## src/rtl/core/suf_pkg.sv

```systemverilog
// shared types, codes and crc function for the register datagram framer
package suf_pkg;

    localparam logic [1:0] ACT_READ  = 2'd0;
    localparam logic [1:0] ACT_WRITE = 2'd1;
    localparam logic [1:0] ACT_REPLY = 2'd2;

    localparam logic KIND_TX     = 1'b0;
    localparam logic KIND_RESULT = 1'b1;

    localparam logic [7:0] SYNC_BYTE  = 8'h05;
    localparam logic [7:0] WRITE_FLAG = 8'h80;
    localparam logic [7:0] CRC_POLY   = 8'h07;

    localparam logic [2:0] READ_LAST_IDX  = 3'd3;
    localparam logic [2:0] WRITE_LAST_IDX = 3'd7;
    localparam logic [2:0] REPLY_LAST_IDX = 3'd7;
    localparam logic [2:0] REPLY_DATA_IDX = 3'd3;

    typedef struct packed {
        logic [1:0]  action;
        logic [7:0]  node_address;
        logic [6:0]  register_address;
        logic [31:0] write_value;
        logic [7:0]  rx_byte;
    } t_in_item;

    typedef struct packed {
        logic        kind;
        logic [7:0]  tx_byte;
        logic        last_byte;
        logic [31:0] read_data;
        logic        crc_error;
    } t_out_item;

    // one queued job: a request datagram or a finished read result
    typedef struct packed {
        logic        is_result;
        logic        is_write;
        logic [7:0]  node;
        logic [6:0]  reg_addr;
        logic [31:0] value;
        logic        crc_error;
    } t_cmd;

    function automatic logic [7:0] crc_feed(input logic [7:0] crc, input logic [7:0] data);
        logic [7:0] c;
        c = crc;
        for (int i = 0; i < 8; i++) begin
            if (c[7] ^ data[i]) begin
                c = {c[6:0], 1'b0} ^ CRC_POLY;
            end else begin
                c = {c[6:0], 1'b0};
            end
        end
        return c;
    endfunction

endpackage

```

## src/rtl/core/suf_front.sv

```systemverilog
// front end: accepts items, tracks reply collection, queues jobs
module suf_front (
    input  logic             i_clk,
    input  logic             i_rst_n,
    input  logic             i_in_valid,
    output logic             o_in_stall,
    input  suf_pkg::t_in_item i_in_data,
    input  logic             i_q_full,
    output logic             o_push,
    output suf_pkg::t_cmd    o_push_data
);
    import suf_pkg::*;

    logic        r_pending;
    logic [2:0]  r_count;
    logic [7:0]  r_crc;
    logic [31:0] r_data;
    logic        accept;
    logic        is_final;

    assign o_in_stall = i_q_full;
    assign accept     = i_in_valid && !i_q_full;
    assign is_final   = r_pending && (r_count == REPLY_LAST_IDX);

    always_comb begin
        o_push                = 1'b0;
        o_push_data.is_result = 1'b0;
        o_push_data.is_write  = (i_in_data.action == ACT_WRITE);
        o_push_data.node      = i_in_data.node_address;
        o_push_data.reg_addr  = i_in_data.register_address;
        o_push_data.value     = i_in_data.write_value;
        o_push_data.crc_error = 1'b0;
        if (accept) begin
            unique case (i_in_data.action) inside
                ACT_READ, ACT_WRITE: begin
                    o_push = 1'b1;
                end
                ACT_REPLY: begin
                    if (is_final) begin
                        o_push                = 1'b1;
                        o_push_data.is_result = 1'b1;
                        o_push_data.value     = r_data;
                        o_push_data.crc_error = (r_crc != i_in_data.rx_byte);
                    end
                end
                default: begin
                end
            endcase
        end
    end

    always_ff @(posedge i_clk) begin
        if (!i_rst_n) begin
            r_pending <= 1'b0;
            r_count   <= '0;
            r_crc     <= '0;
            r_data    <= '0;
        end else if (accept) begin
            unique case (i_in_data.action)
                ACT_READ: begin
                    r_pending <= 1'b1;
                    r_count   <= '0;
                    r_crc     <= '0;
                    r_data    <= '0;
                end
                ACT_WRITE: begin
                    r_pending <= 1'b0;
                    r_count   <= '0;
                    r_crc     <= '0;
                    r_data    <= '0;
                end
                ACT_REPLY: begin
                    if (is_final) begin
                        r_pending <= 1'b0;
                        r_count   <= '0;
                        r_crc     <= '0;
                        r_data    <= '0;
                    end else if (r_pending) begin
                        r_crc   <= crc_feed(r_crc, i_in_data.rx_byte);
                        r_count <= r_count + 3'd1;
                        if (r_count >= REPLY_DATA_IDX) begin
                            r_data <= {r_data[23:0], i_in_data.rx_byte};
                        end
                    end
                end
                default: begin
                end
            endcase
        end
    end

endmodule

```

## src/rtl/core/suf_queue.sv

```systemverilog
// two-entry job queue between front and back
module suf_queue (
    input  logic          i_clk,
    input  logic          i_rst_n,
    input  logic          i_push,
    input  suf_pkg::t_cmd i_push_data,
    output logic          o_full,
    input  logic          i_pop,
    output logic          o_valid,
    output suf_pkg::t_cmd o_data
);
    import suf_pkg::*;

    t_cmd       r_mem [2];
    logic       r_wptr;
    logic       r_rptr;
    logic [1:0] r_count;

    assign o_full  = (r_count == 2'd2);
    assign o_valid = (r_count != 2'd0);
    assign o_data  = r_mem[r_rptr];

    always_ff @(posedge i_clk) begin
        if (i_push) begin
            r_mem[r_wptr] <= i_push_data;
        end
    end

    always_ff @(posedge i_clk) begin
        if (!i_rst_n) begin
            r_wptr  <= 1'b0;
            r_rptr  <= 1'b0;
            r_count <= '0;
        end else begin
            if (i_push) begin
                r_wptr <= ~r_wptr;
            end
            if (i_pop) begin
                r_rptr <= ~r_rptr;
            end
            case ({i_push, i_pop})
                2'b10:   r_count <= r_count + 2'd1;
                2'b01:   r_count <= r_count - 2'd1;
                default: r_count <= r_count;
            endcase
        end
    end

endmodule

```

## src/rtl/core/suf_back.sv

```systemverilog
// back end: serializes datagram bytes with crc and emits read results
module suf_back (
    input  logic              i_clk,
    input  logic              i_rst_n,
    input  logic              i_q_valid,
    input  suf_pkg::t_cmd     i_q_data,
    output logic              o_pop,
    output logic              o_out_valid,
    input  logic              i_out_stall,
    output suf_pkg::t_out_item o_out_data
);
    import suf_pkg::*;

    t_cmd      r_cmd;
    logic      r_busy;
    logic [2:0] r_idx;
    logic [7:0] r_crc;
    logic      r_out_valid;
    t_out_item r_out;

    logic      adv;
    logic      emit;
    logic      last;
    logic [7:0] data_byte;
    t_out_item n_out;

    assign adv  = !r_out_valid || !i_out_stall;
    assign emit = r_busy && adv;
    assign last = r_cmd.is_result ||
                  (r_idx == (r_cmd.is_write ? WRITE_LAST_IDX : READ_LAST_IDX));
    assign o_pop = i_q_valid && (!r_busy || (emit && last));

    always_comb begin
        case (r_idx)
            3'd0:    data_byte = SYNC_BYTE;
            3'd1:    data_byte = r_cmd.node;
            3'd2:    data_byte = {r_cmd.is_write, r_cmd.reg_addr};
            3'd3:    data_byte = r_cmd.value[31:24];
            3'd4:    data_byte = r_cmd.value[23:16];
            3'd5:    data_byte = r_cmd.value[15:8];
            default: data_byte = r_cmd.value[7:0];
        endcase
        if (r_cmd.is_result) begin
            n_out.kind      = KIND_RESULT;
            n_out.tx_byte   = '0;
            n_out.last_byte = 1'b0;
            n_out.read_data = r_cmd.value;
            n_out.crc_error = r_cmd.crc_error;
        end else begin
            n_out.kind      = KIND_TX;
            n_out.tx_byte   = last ? r_crc : data_byte;
            n_out.last_byte = last;
            n_out.read_data = '0;
            n_out.crc_error = 1'b0;
        end
    end

    always_ff @(posedge i_clk) begin
        if (o_pop) begin
            r_cmd <= i_q_data;
        end
        if (emit) begin
            r_out <= n_out;
        end
    end

    always_ff @(posedge i_clk) begin
        if (!i_rst_n) begin
            r_busy      <= 1'b0;
            r_idx       <= '0;
            r_crc       <= '0;
            r_out_valid <= 1'b0;
        end else begin
            if (adv) begin
                r_out_valid <= emit;
            end
            if (o_pop) begin
                r_busy <= 1'b1;
                r_idx  <= '0;
                r_crc  <= '0;
            end else if (emit && last) begin
                r_busy <= 1'b0;
            end else if (emit) begin
                r_idx <= r_idx + 3'd1;
                r_crc <= crc_feed(r_crc, data_byte);
            end
        end
    end

    assign o_out_valid = r_out_valid;
    assign o_out_data  = r_out;

endmodule

```

## src/rtl/core/stepper_uart_register_framer.sv

```systemverilog
// top level of the register datagram framer
// path: each job passes the job queue, the command register and the output register
// throughput: one output transfer per cycle unless stalled; a write request is 8 bytes,
// a read 4; back-to-back datagrams leave no gap, set by the byte serializer
// reset: synchronous active low, clears queue, reply tracking and output valid
module stepper_uart_register_framer (
    input  logic               i_clk,
    input  logic               i_rst_n,
    input  logic               i_in_valid,
    output logic               o_in_stall,
    input  suf_pkg::t_in_item  i_in_data,
    output logic               o_out_valid,
    input  logic               i_out_stall,
    output suf_pkg::t_out_item o_out_data
);
    import suf_pkg::*;

    logic q_full;
    logic q_push;
    t_cmd q_push_data;
    logic q_pop;
    logic q_valid;
    t_cmd q_data;

    suf_front u_front (
        .i_clk       (i_clk),
        .i_rst_n     (i_rst_n),
        .i_in_valid  (i_in_valid),
        .o_in_stall  (o_in_stall),
        .i_in_data   (i_in_data),
        .i_q_full    (q_full),
        .o_push      (q_push),
        .o_push_data (q_push_data)
    );

    suf_queue u_queue (
        .i_clk       (i_clk),
        .i_rst_n     (i_rst_n),
        .i_push      (q_push),
        .i_push_data (q_push_data),
        .o_full      (q_full),
        .i_pop       (q_pop),
        .o_valid     (q_valid),
        .o_data      (q_data)
    );

    suf_back u_back (
        .i_clk       (i_clk),
        .i_rst_n     (i_rst_n),
        .i_q_valid   (q_valid),
        .i_q_data    (q_data),
        .o_pop       (q_pop),
        .o_out_valid (o_out_valid),
        .i_out_stall (i_out_stall),
        .o_out_data  (o_out_data)
    );

endmodule
```

## config.mk

```make
export PLATFORM = sky130hd
export DESIGN_NAME = stepper_uart_register_framer
export DESIGN_NICKNAME = d
export VERILOG_FILES = /design/src/rtl/core/suf_pkg.sv /design/src/rtl/core/suf_front.sv /design/src/rtl/core/suf_queue.sv /design/src/rtl/core/suf_back.sv /design/src/rtl/core/stepper_uart_register_framer.sv
export SDC_FILE = /design/constraint.sdc
export NUM_CORES = 1
export LEC_CHECK = 0
export BUFFER_PORTS_ARGS = -buffer_cell sky130_fd_sc_hd__buf_2
export CORE_MARGIN = 5
export CORE_UTILIZATION = 50
export CTS_CLUSTER_DIAMETER = 60
export DETAILED_ROUTE_END_ITERATION = 7
export PLACE_DENSITY = 0.75
export SYNTH_ARGS = -nofsm -noshare
export SYNTH_HDL_FRONTEND = slang
export SYNTH_SLANG_ARGS = --single-unit
```

## constraint.sdc

```tcl
create_clock -name i_clk -period 5.6 [get_ports i_clk]
set_clock_uncertainty 0.1 [all_clocks]
set_input_delay 1.4 -clock i_clk [delete_from_list [all_inputs] [get_ports i_clk]]
set_output_delay 1.4 -clock i_clk [all_outputs]
set_load 0.005 [all_outputs]
```

==> results of run 1 <==
-- flip-flops by register name (all words and copies together) (netlist names) --
| signal | cells |
|---|---|
| u_back.r_cmd | 50 |
| u_back.o_out_data | 43 |
| u_front.r_data | 32 |
| u_back.r_busy | 1 |
| u_back.r_crc | 8 |
| u_back.r_idx | 3 |
| u_queue.r_wptr | 1 |
| u_front.r_pending | 1 |
| u_queue.r_mem | 100 |
| u_back.o_out_valid | 1 |
| u_front.r_count | 3 |
| u_queue.r_count | 2 |
| u_front.r_crc | 8 |
| u_queue.r_rptr | 1 |
-- report_power, final --
| part | internal [mW] | total (mW) | switching [mW] |
|---|---|---|---|
| registers | 2.53 | 2.73 | 0.194 |
| clock network | 1.01 | 1.70 | 0.693 |
| logic | 0.631 | 1.45 | 0.814 |
-- worst min-delay path by stage --
stage | end | slack (ns) | start | cells past startpoint
after floorplan | u_front.r_count[1] | 0.35 | u_front.r_count[1] | 2
after global placement | u_front.r_count[1] | 0.37 | u_front.r_count[1] | 2
after detailed placement | u_front.r_count[1] | 0.37 | u_front.r_count[1] | 2
after CTS | u_front.r_count[1] | 0.38 | u_front.r_count[1] | 2
after global routing | u_front.r_count[1] | 0.39 | u_front.r_count[1] | 2
final | u_front.r_count[1] | 0.37 | u_front.r_count[1] | 2
-- layout by cell type, fill, tap and decap left out, types with 3 or more instances in the layout --
master                       synthesis  routed
sky130_fd_sc_hd__edfxtp_1          193     193
sky130_fd_sc_hd__nand2_1           131     131
sky130_fd_sc_hd__buf_2               3     105
sky130_fd_sc_hd__dfxtp_1            61      60
sky130_fd_sc_hd__nor2_1             60      56
sky130_fd_sc_hd__mux2_2             55      55
sky130_fd_sc_hd__a22oi_1            37      37
sky130_fd_sc_hd__and2_1             34      34
sky130_fd_sc_hd__xnor2_1            32      32
sky130_fd_sc_hd__clkbuf_16           0      28
sky130_fd_sc_hd__a21oi_1            18      18
sky130_fd_sc_hd__inv_1              15      15
sky130_fd_sc_hd__xor2_1             15      15
sky130_fd_sc_hd__nor3_1             14      14
sky130_fd_sc_hd__ha_1               13      13
sky130_fd_sc_hd__o21ai_0            11      11
sky130_fd_sc_hd__buf_4               0       9
sky130_fd_sc_hd__clkbuf_1           31       7
sky130_fd_sc_hd__nand3_1             6       6
sky130_fd_sc_hd__o31ai_1             5       5
sky130_fd_sc_hd__o21a_1              4       4
sky130_fd_sc_hd__a211oi_1            4       4
sky130_fd_sc_hd__nand4_1             4       4
sky130_fd_sc_hd__nor2_4              0       3
sky130_fd_sc_hd__or3_1               3       3
sky130_fd_sc_hd__a22o_1              3       3
sky130_fd_sc_hd__a32o_1              3       3
sky130_fd_sc_hd__a222oi_1            3       3
sky130_fd_sc_hd__and3_1              3       3
sky130_fd_sc_hd__xnor3_1             3       3
sky130_fd_sc_hd__clkbuf_8            0       3
sky130_fd_sc_hd__clkinvlp_4          0       3
-- logic make-up after synthesis --
kind of cell / Yosys count / share of synthesized area [%]
mux: 57 / 6.091
buf+inv: 53 / 2.074
fa+ha+maj: 13 / 1.550
compound gates: 107 / 7.557
xor+xnor: 51 / 4.720
flops: 254 / 66.84
simple gates: 267 / 11.17
-- worst min-delay path, delay by kind of cell (launching register included) --
kind,cells,cell delay [ns]
simple gates,1,0.06
flops,1,0.32
compound gates,1,0.05
-- synth_stat cells, drive strengths merged, types with 14 or more instances --
| cell | instances | area [sq um] |
|---|---|---|
| and2 | 35 | 219.0 |
| inv | 16 | 60.05 |
| xor2 | 15 | 131.4 |
| nor3 | 14 | 70.07 |
| nand2 | 131 | 491.7 |
| mux2 | 55 | 619.3 |
| edfxtp | 193 | 5796 |
| a21oi | 18 | 90.09 |
| a22oi | 37 | 277.8 |
| dfxtp | 61 | 1221 |
| clkbuf | 31 | 116.4 |
| xnor2 | 33 | 296.5 |
| nor2 | 61 | 231.5 |
-- routing by layer --
layer	routed length, microns	GRT usage (%)	vias up
met5	0	0	-
met4	425	4.289	0
met3	1646	3.199	42
met2	9687	27.11	274
met1	9777	26.47	3083
li1	-	-	3107
-- through the flow --
stage          power, mW  utilization, %  hold WS, ns  worst slack [ns]  cells
6_report           5.873           58.50       0.3730             1.995   1203
5_1_grt            6.164           58.50       0.3935             1.681   1203
4_1_cts            5.924           58.50       0.3762             2.036   1203
3_5_place_dp       4.212           54.32       0.3673             1.542   1154
3_3_place_gp       4.172           54.32       0.3674             1.609   1154
2_1_floorplan      3.749               -       0.3490            0.4352    802
-- layout make-up --
type                            instances  area [sq um]  share of cell area, %
Inverter                               16         60.06                 0.4931
Tap cell                              275         344.1                  2.825
Sequential cell                       254          7018                  57.62
Clock inverter                         11         101.3                 0.8320
Multi-Input combinational cell        495          3296                  27.06
Clock buffer                           38         768.2                  6.307
Timing Repair Buffer                  114         593.1                  4.869
==> impl_summary.txt, run 1 <==
----------------------------------------------------
[Outcome]
  Status ... complete, no violations

[Timing]
  Number of pins with negative max-slew slack in the final report ... 0
  Setup Total Neg Slack ... 0 ns
  Max-Slew Margin vs Limit ... between 20% and 30%
  Post-layout min period ... about 3.6 ns
  Setup violations, final ... 0
  RSZ-0062 raised after global routing ... false
  Fmax ... 277.4 MHz
  Hold Vio Cnt, Final ... 0
  Fin crit share ... between 60 and 70%
  Worst-Margin Slew ... between 1 and 1.5 ns

[CTS]
  Quantity of gates resized following cts ... 0
  Clock slew at reported path FFs ... approximately 0.05 ns
  Clock latency at the later pin of the worst-skew pair ... roughly 0.51 ns
  Post-CTS Repair Setup Buffers ... 0
  TritonCTS clock tree ... built
  CTS H-Tree Depth ... 1
  Number of clock buffers inserted by TritonCTS ... 27
  Clock tree root buffer cell ... sky130_fd_sc_hd__clkbuf_16
  Max Root-Sink Buffers ... 3
  Clk sinks ... about 250
  Total of hold buffers inserted after clock tree synthesis ... 0

[Critical path]
  Count of cell instances traversed by the critical path ... 9
  Depth of the most critical reg-to-reg path ... 9
  Cell type group with the largest total delay on the critical path ... simple AND/OR/NAND/NOR gates
  Worst reg2reg endpoint ... u_back.r_crc[0]
  Worst Setup SP ... i_in_data[55]
  Worst-path maximum fanout ... 32
  Slowest cell on the critical path ... sky130_fd_sc_hd__nand2_1
  Critical path capture point type ... register
  Arrival time at the worst endpoint ... ~3.9 ns
  Crit path launch type ... input pin
  Setup slack of the worst register-to-register path ... around 2.1 ns
  Buffers & Inverters on Critical Path ... 3
  Crit path required time ... between 5 and 6 ns
  Worst-path cell chain ... buf_2 > inv_1 > ha_1 > inv_1 > nor2_1 > nor3_1 > nand2_1 > a22oi_1 > nor2_1
  Destination of the critical timing path ... u_front.r_data[4]
  CP max stage delay ... roughly 0.83 ns
  RR Startpoint ... u_back.r_idx[0]
  Worst Path Class, Setup ... input pin to register

[Floorplan]
  Core Rows ... 53
  Die Outline Area ... 23990 sq um
  Initial standard-cell utilization of the core ... 50.41%
  Total core area ... about 21000 sq um
  Width of the die ... ~150 microns
  I/O Pins ... 106
  Vert. Die Dim ... roughly 150 microns

[Routing]
  Number of iterations in the first detailed-routing pass ... 5
  Total routed wirelength ... approximately 22 mm
  Detailed router's first-iteration violation count ... roughly 510
  Post-DRT Antenna Nets ... 0
  Vias per cell ... roughly 5.4
  Routed length per placed instance ... ~18 microns
  Via Count ... ~6500
  Final routed DRC violation total ... 0

[Yosys]
  Post-synth net total ... roughly 880
  Syn avg cell area ... 13.09 sq um
  Most common flop cell mapped by yosys ... sky130_fd_sc_hd__edfxtp_1
  Cell variety after synth ... 55
  Post-synthesis instance area ... 10500 sq um
  Number of flops mapped to enable cells by yosys ... ~190
  Async set or reset register ratio after synthesis ... 0%
  Register bit total from synthesis ... about 250
  Number of warning messages in the yosys log ... 0
  Synthesized instance count ... about 800
  Sequential fraction of the synthesis area ... 66.84%

[Finish]
  Area grow syn2layout ... 16.03%
  Fill cell instance count of the final layout ... between 1500 and 2000
  Fraction of layout instances using a drive strength above 1 ... about a quarter
  Total Nets Final ... between 900 and 1000
  Antenna cell count ... 0
  Final design area excluding fillers ... between 10000 and 15000 sq um

[Global route]
  Initial antenna violation count ... 0
  First-pass GRT wire length ... ~34 mm
  Global-route usage over all layers ... 17.69%
  Total grt overflow ... 0
  Pin count of the biggest net entering global routing ... 53
  Number of global-route vias before repair ... about 6300

[Power and ir drop]
  Cell area power density ... 482.1 nW/um^2
  P_leak ... 4.450 nW
  Peak supply drop ... about 260 uV

[Placement]
  Number of I/O port buffers ... ~110
  Global placement routability congestion ... slightly above 0.8
  Post-detailed-placement cell area ... about 11000 sq um
  Detailed placement HPWL ... ~14 mm

[Min path]
  HP Class ... register to register

[Run]
  Max cap viols ... 0

----------------------------------------------------
No activity file was read; power rests on OpenSTA's default activity.
==> inputs of run 2 (changes only) <==
clock period = 3.52 ns   (was 5.6 ns; I/O delays follow)
==> run 2 against run 1 <==
Effect of this change:
- non-clock buffer count increased by 9
- via count increased by 0.72%
- sequential share of layout area decreased by 0.39 points
- die area is the same
- first-iteration DRC count is 0.98% higher
- cell count is 0.67% higher
- routed wire length up 1.0%
- flip-flop and latch count is the same
- combinational power rose by 57%
- hold slack about the same
- sequential power up 62%
- highest routed layer unchanged
==> impl_summary.txt, run 2 (synthesis results as in run 1) <==
----------------------------------------------------
[Outcome]
  Status ... complete, no violations

[CTS]
  Clock latency at the later pin of the worst-skew pair ... approximately 0.52 ns
  Clock tree root buffer cell ... sky130_fd_sc_hd__clkbuf_16
  Quantity of gates resized following cts ... 0
  Max Root-Sink Buffers ... 3
  CTS H-Tree Depth ... 1
  TritonCTS clock tree ... built
  Total of hold buffers inserted after clock tree synthesis ... 0
  Clk sinks ... about 250
  Clock slew at reported path FFs ... roughly 0.060 ns
  Post-CTS Repair Setup Buffers ... 0
  Number of clock buffers inserted by TritonCTS ... 26

[Critical path]
  Worst Path Class, Setup ... register to register
  Most frequent cell on the critical path ... sky130_fd_sc_hd__ha_1
  Critical path capture point type ... register
  CP max stage delay ... a little under 0.5 ns
  Worst-path maximum fanout ... 11
  Crit path launch type ... register
  Worst-path cell chain ... ha_1 > ha_1 > or3_1 > or2_4 > a31o_2 > xor2_1 > xnor3_1 > a211o_1 > nand2_1
  Buffers & Inverters on Critical Path ... 0
  Cell type group with the largest total delay on the critical path ... simple AND/OR/NAND/NOR gates
  Slowest cell on the critical path ... sky130_fd_sc_hd__or3_1
  Arrival time at the worst endpoint ... approximately 3.6 ns
  Crit path required time ... slightly below 4 ns

[Timing]
  Fmax ... a little over 300 MHz
  Setup slack after layout ... 0.2993 ns
  RSZ-0062 raised after global routing ... false
  Setup violations, final ... 0
  Max-Slew Margin vs Limit ... between 30% and 40%
  Number of pins with negative max-slew slack in the final report ... 0
  Fin crit share ... between 90% and 100%
  Setup Total Neg Slack ... 0 ns
  Hold Vio Cnt, Final ... 0
  Post-layout min period ... approximately 3.2 ns
  Worst-Margin Slew ... about 1 ns

[Routing]
  Via Count ... 6553
  Routed length per placed instance ... roughly 18 microns
  Number of iterations in the first detailed-routing pass ... 6
  Total routed wirelength ... 21.76 mm
  Vias per cell ... 5.411
  Detailed router's first-iteration violation count ... a little over 500
  Final routed DRC violation total ... 0
  Post-DRT Antenna Nets ... 0

[Finish]
  Total Nets Final ... 990
  Most common cell after layout, fill and taps aside ... sky130_fd_sc_hd__edfxtp_1
  Area grow syn2layout ... 16.82%
  Fill cell instance count of the final layout ... between 1500 and 2000
  Top library cells by usage in the layout, fill and taps aside ... sky130_fd_sc_hd__edfxtp_1 (193), sky130_fd_sc_hd__nand2_1 (131), sky130_fd_sc_hd__buf_2 (105)
  Largest register FFs ... 100
  Most flop-heavy register ... u_queue.r_mem
  Fraction of layout instances using a drive strength above 1 ... around a quarter
  Antenna cell count ... 0

[Floorplan]
  Core Rows ... 53
  I/O Pins ... approximately 110
  Total core area ... approximately 21000 sq um
  Vert. Die Dim ... between 150 and 200 microns
  Width of the die ... roughly 150 microns
  Die Outline Area ... roughly 24000 sq um
  Initial standard-cell utilization of the core ... around half

[Placement]
  Number of I/O port buffers ... between 100 and 150
  Detailed placement HPWL ... 14.94 mm
  Global placement routability congestion ... between 0.9 and 1
  Post-Place Worst Slack ... 0.3509 ns

[Power and ir drop]
  Internal power ... between 6 and 7 mW
  Clock network fraction of total power ... ~29%
  Combinational cell fraction of total power ... 24.2%
  Sequential share of power ... between 40% and 50%
  Net switching fraction of the power ... 29.22%
  P_leak ... roughly 4.5 nW
  Peak supply drop ... slightly above 400 uV
  Switching power ... 2.751 mW
  Cell area power density ... approximately 770 nW/um^2

[Global route]
  Total grt overflow ... 0
  Global-route usage over all layers ... 17.94%
  Number of global-route vias before repair ... around 6400
  Initial antenna violation count ... 0
  First-pass GRT wire length ... 34.18 mm
  Pin count of the biggest net entering global routing ... 52

[Run]
  Max cap viols ... 0

[Min path]
  HP Class ... register to register

----------------------------------------------------
-- run 2: cell count changes in the layout (fill, tap and decap cells not counted), sizes merged --
cell    before  now
clkbuf      38   33
clkinv       5    8
buf        114  123
bufinv       1    2
-- run 2: worst reg2reg max path, cell delays in order, from the launching register on --
cell and delay [ns]:
sky130_fd_sc_hd__dfxtp_1 0.35, sky130_fd_sc_hd__ha_1 0.23, sky130_fd_sc_hd__ha_1 0.31, sky130_fd_sc_hd__or3_1 0.49
sky130_fd_sc_hd__or2_4 0.35, sky130_fd_sc_hd__a31o_2 0.24, sky130_fd_sc_hd__xor2_1 0.34, sky130_fd_sc_hd__xnor3_1 0.41
sky130_fd_sc_hd__a211o_1 0.30, sky130_fd_sc_hd__nand2_1 0.06
-- run 2: final timing paths --
| kind | startpoint | endpoint | slack, ns | cells after the start |
|---|---|---|---|---|
| max | u_back.r_idx[0] | u_back.r_crc[0] | 0.30 | 9 |
| min | u_front.r_count[1] | u_front.r_count[1] | 0.37 | 2 |
| max reg2reg | u_back.r_idx[0] | u_back.r_crc[0] | 0.30 | 9 |
| min reg2reg | u_front.r_count[1] | u_front.r_count[1] | 0.37 | 2 |
-- run 2: layer usage --
layer  wire length [microns]  GRT usage, %
met2                   10240         28.93
met1                    9790         25.55
met3                    1229         2.921
met4                     494         4.836
met5                       0             0
-- run 2: final cells by class --
type                    count  area (sq um)  area share, %
flip-flops and latches    254          7018          57.23
inverters                  16         60.06         0.4897
well taps                 275         344.1          2.806
multi-input cells         495          3296          26.87
clock buffers              33         718.2          5.857
repair buffers            123         685.7          5.591
clock inverters            15         141.4          1.153
-- run 2: power groups by stage --
stage | Clock (mW) | Combinational, mW | Sequential (mW)
2_1_floorplan | 0 | 1.67 | 4.28
3_3_place_gp | 0 | 2.25 | 4.47
3_5_place_dp | 0 | 2.28 | 4.47
4_1_cts | 2.76 | 2.30 | 4.41
5_1_grt | 2.90 | 2.48 | 4.47
6_report | 2.71 | 2.28 | 4.42
-- run 2: through the flow --
stage          instances  utilization, %  total power [mW]  hold slack [ns]  area (sq um)
3_5_place_dp        1163           54.77             6.755           0.3669         11400
2_1_floorplan        802               -             5.950           0.3490         10510
5_1_grt             1211           58.89             9.848           0.4089         12260
6_report            1211           58.89             9.414           0.3735         12260
3_3_place_gp        1163           54.77             6.720           0.3601         11400
4_1_cts             1211           58.89             9.477           0.3760         12260
==> inputs of run 3 (changes only) <==
ABC_AREA = 1   (was unset)
CTS_CLUSTER_SIZE = 20   (was unset)
==> run 3 against run 2 <==
Effect of this change:
- critical path depth up 7
- combinational power is 14% lower
- setup slack better by 0.53 ns
- flip-flop and latch count unchanged
- global-route usage is 0.80 points higher
- largest power group unchanged
- maximum frequency rose by 19%
- count of clock-buffer cells in the layout shrank 9
- register-to-register slack improved by 0.53 ns
- cell count is 22% higher
==> impl_summary.txt, run 3 <==
----------------------------------------------------
[Outcome]
  Status ... complete, no violations

[Min path]
  Worst hold path endpoint ... u_queue.r_count[1]
  Worst hold path depth ... 1
  HP Class ... register to register
  Hold path startpoint ... u_queue.r_count[1]

[Critical path]
  Worst reg2reg endpoint ... u_back.r_crc[4]
  Crit path launch type ... register
  Worst-path maximum fanout ... 11
  Critical path capture point type ... register
  Depth of the most critical reg-to-reg path ... 16
  Arrival time at the worst endpoint ... ~3.0 ns
  RR Startpoint ... u_back.r_idx[2]
  Setup slack of the worst register-to-register path ... 0.82 ns
  Crit path required time ... 3.81 ns
  Worst Path Class, Setup ... register to register

[Power and ir drop]
  Clock network fraction of total power ... between 20% and 30%
  Combinational cell fraction of total power ... between 20% and 30%
  Peak supply drop ... approximately 290 uV
  Switching power ... around 2.7 mW
  Overall Power ... around 8.5 mW
  Internal power ... approximately 5.8 mW
  Net switching fraction of the power ... between 30% and 40%
  Sequential share of power ... about half
  P_leak ... 5.139 nW
  Cell area power density ... a little under 700 nW/um^2

[Yosys]
  Register bit total from synthesis ... approximately 250
  Post-synth net total ... approximately 1200
  Cell variety after synth ... around 40
  Biggest area contributors in the synthesized netlist ... sky130_fd_sc_hd__edfxtp_1 (54%), sky130_fd_sc_hd__nand2_1 (16%), sky130_fd_sc_hd__dfxtp_1 (11%)
  Most common flop cell mapped by yosys ... sky130_fd_sc_hd__edfxtp_1
  Number of flops mapped to enable cells by yosys ... between 150 and 200
  Syn avg cell area ... around 10 sq um
  Sequential fraction of the synthesis area ... 64.88%
  Number of warning messages in the yosys log ... 0
  Library cell occupying the most area in the post-synthesis netlist ... sky130_fd_sc_hd__edfxtp_1
  Cell with the most instances after synthesis ... sky130_fd_sc_hd__nand2_1
  Synthesized instance count ... approximately 1100
  Area share of the leading cell type in the synthesized netlist ... between 50% and 60%
  Most numerous cell types in the synthesized netlist ... sky130_fd_sc_hd__nand2_1 (450), sky130_fd_sc_hd__edfxtp_1 (193), sky130_fd_sc_hd__inv_1 (78)
  Async set or reset register ratio after synthesis ... 0%
  Post-synthesis instance area ... roughly 11000 sq um

[CTS]
  Post-CTS Repair Setup Buffers ... 0
  Clock slew at reported path FFs ... ~0.080 ns
  CTS H-Tree Depth ... 1
  Number of clock buffers inserted by TritonCTS ... 18
  Clk sinks ... ~250
  Quantity of gates resized following cts ... 0
  Max Root-Sink Buffers ... 3
  Clock tree root buffer cell ... sky130_fd_sc_hd__clkbuf_16
  Clock latency at the later pin of the worst-skew pair ... 0.49 ns
  TritonCTS clock tree ... built
  Total of hold buffers inserted after clock tree synthesis ... 0

[Finish]
  Antenna cell count ... 0
  Most common cell after layout, fill and taps aside ... sky130_fd_sc_hd__nand2_1
  Fraction of layout instances using a drive strength above 1 ... between 15 and 20%
  Top library cells by usage in the layout, fill and taps aside ... sky130_fd_sc_hd__nand2_1 (450), sky130_fd_sc_hd__edfxtp_1 (193), sky130_fd_sc_hd__buf_2 (105)
  Fill cell instance count of the final layout ... between 1500 and 2000
  Most flop-heavy register ... u_queue.r_mem
  Total Nets Final ... ~1300
  Area grow syn2layout ... 13.44%
  Largest register FFs ... 100
  Post-layout instance count excluding filler cells ... around 1500
  Final core utilization ... between 50% and 60%

[Routing]
  Post-DRT Antenna Nets ... 0
  Final routed DRC violation total ... 0
  Routed length per placed instance ... between 15 and 20 microns
  Via Count ... 7589
  Detailed router's first-iteration violation count ... 681
  Number of iterations in the first detailed-routing pass ... 5
  Total routed wirelength ... 23.39 mm
  Vias per cell ... slightly above 5

[Floorplan]
  Vert. Die Dim ... roughly 160 microns
  Die Outline Area ... ~25000 sq um
  Initial standard-cell utilization of the core ... 51.12%
  I/O Pins ... about 110
  Width of the die ... 157.1 microns
  Total core area ... ~21000 sq um
  Core Rows ... 53

[Global route]
  Global-route usage over all layers ... between 10% and 20%
  Initial antenna violation count ... 0
  First-pass GRT wire length ... 36.93 mm
  Number of global-route vias before repair ... 7230
  Pin count of the biggest net entering global routing ... 53
  Total grt overflow ... 0

[Placement]
  Global placement routability congestion ... between 0.8 and 0.9
  Instance count after placement with tap cells included ... 1447
  Detailed placement HPWL ... about 16 mm
  Post-Place Worst Slack ... between 0.6 and 0.7 ns
  Number of I/O port buffers ... roughly 110

[Timing]
  RSZ-0062 raised after global routing ... false
  Number of pins with negative max-slew slack in the final report ... 0
  Setup Total Neg Slack ... 0 ns
  Worst-Margin Slew ... ~1.1 ns
  Hold Vio Cnt, Final ... 0
  Fin crit share ... between 70% and 80%
  Fmax ... between 300 and 400 MHz
  Setup slack after layout ... 0.8246 ns
  Setup violations, final ... 0
  Post-layout min period ... 2.695 ns
  Max-Slew Margin vs Limit ... 28.68%

[Run]
  Max cap viols ... 0

----------------------------------------------------
-- run 3: cell types whose count changed after synthesis, sizes merged, moves of 10 or more --
cell   delta
a21oi    +45
a22oi    -37
and2     -35
inv      +77
mux2     -55
nand2   +327
nand3    +61
nor2     -26
nor3     -12
xnor2    -16
xor2     -10
-- run 3: stage by stage --
stage               hold slack (ns)  cell area [sq um]
finish                       0.3526              12270
CTS                          0.3493              12270
global placement             0.3317              11660
floorplan                    0.3217              10830
global route                 0.3675              12270
detailed placement           0.3389              11660
-- run 3: how the worst max path moves through the flow --
stage	start	to	slack (ns)	cells past startpoint
finish	u_back.r_idx[2]	u_back.r_crc[4]	0.82	16
global route	u_back.r_idx[2]	u_back.r_crc[4]	0.63	16
CTS	u_back.r_idx[2]	u_back.r_crc[4]	0.87	16
detailed placement	i_in_data[55]	u_queue.r_mem[0][11]	0.67	10
global placement	i_in_data[55]	u_queue.r_mem[0][0]	0.69	9
floorplan	i_in_data[55]	u_queue.r_mem[1][0]	0.20	8
-- run 3: cells by family after synthesis --
family                     Yosys count  share of synthesized area, %
DFF                                254                         64.88
and+or+nand+nor                    579                         22.13
AOI/OAI and AO/OA                   92                         4.547
xor gates and xnor gates            23                         2.002
adders and majority gates           13                         1.504
buffers and inverters              134                         4.929
-- run 3: power by group through the flow --
stage,logic [mW],clock network (mW),registers (mW)
floorplan,1.31,0,4.33
global placement,1.93,0,4.40
detailed placement,1.98,0,4.41
CTS,1.99,2.22,4.35
global route,2.24,2.32,4.40
finish,1.97,2.17,4.35
-- run 3: routing by layer --
layer	vias to the layer above	wire length (microns)	GRT usage, %
met5	-	0	0
met4	0	515	4.957
met3	38	1651	2.475
met2	283	11200	30.99
met1	3492	10030	26.48
li1	3776	-	-
-- run 3: layout make-up --
type                            count  area (sq um)  area share [%]
Sequential cell                   254          7017           57.20
Multi-Input combinational cell    707          3301           26.90
Timing Repair Buffer              118         648.1           5.283
Clock buffer                       24         494.2           4.029
Inverter                           93         351.6           2.866
Tap cell                          275         344.1           2.805
Clock inverter                      6         112.6          0.9179
-- run 3: worst max-delay path, cell delays in order, from the launching register on --
cell	delay (ns)
sky130_fd_sc_hd__dfxtp_1	0.66
sky130_fd_sc_hd__inv_4	0.12
sky130_fd_sc_hd__ha_1	0.34
sky130_fd_sc_hd__nand2_1	0.11
sky130_fd_sc_hd__nand2_1	0.06
sky130_fd_sc_hd__nor2_1	0.22
sky130_fd_sc_hd__o21ai_1	0.16
sky130_fd_sc_hd__nor2_1	0.15
sky130_fd_sc_hd__nand2_1	0.07
sky130_fd_sc_hd__nand2_1	0.15
sky130_fd_sc_hd__inv_2	0.07
sky130_fd_sc_hd__nand2_1	0.07
sky130_fd_sc_hd__nand2_1	0.06
sky130_fd_sc_hd__nand2_1	0.06
sky130_fd_sc_hd__nand3_1	0.07
sky130_fd_sc_hd__nand2_1	0.07
sky130_fd_sc_hd__inv_1	0.04
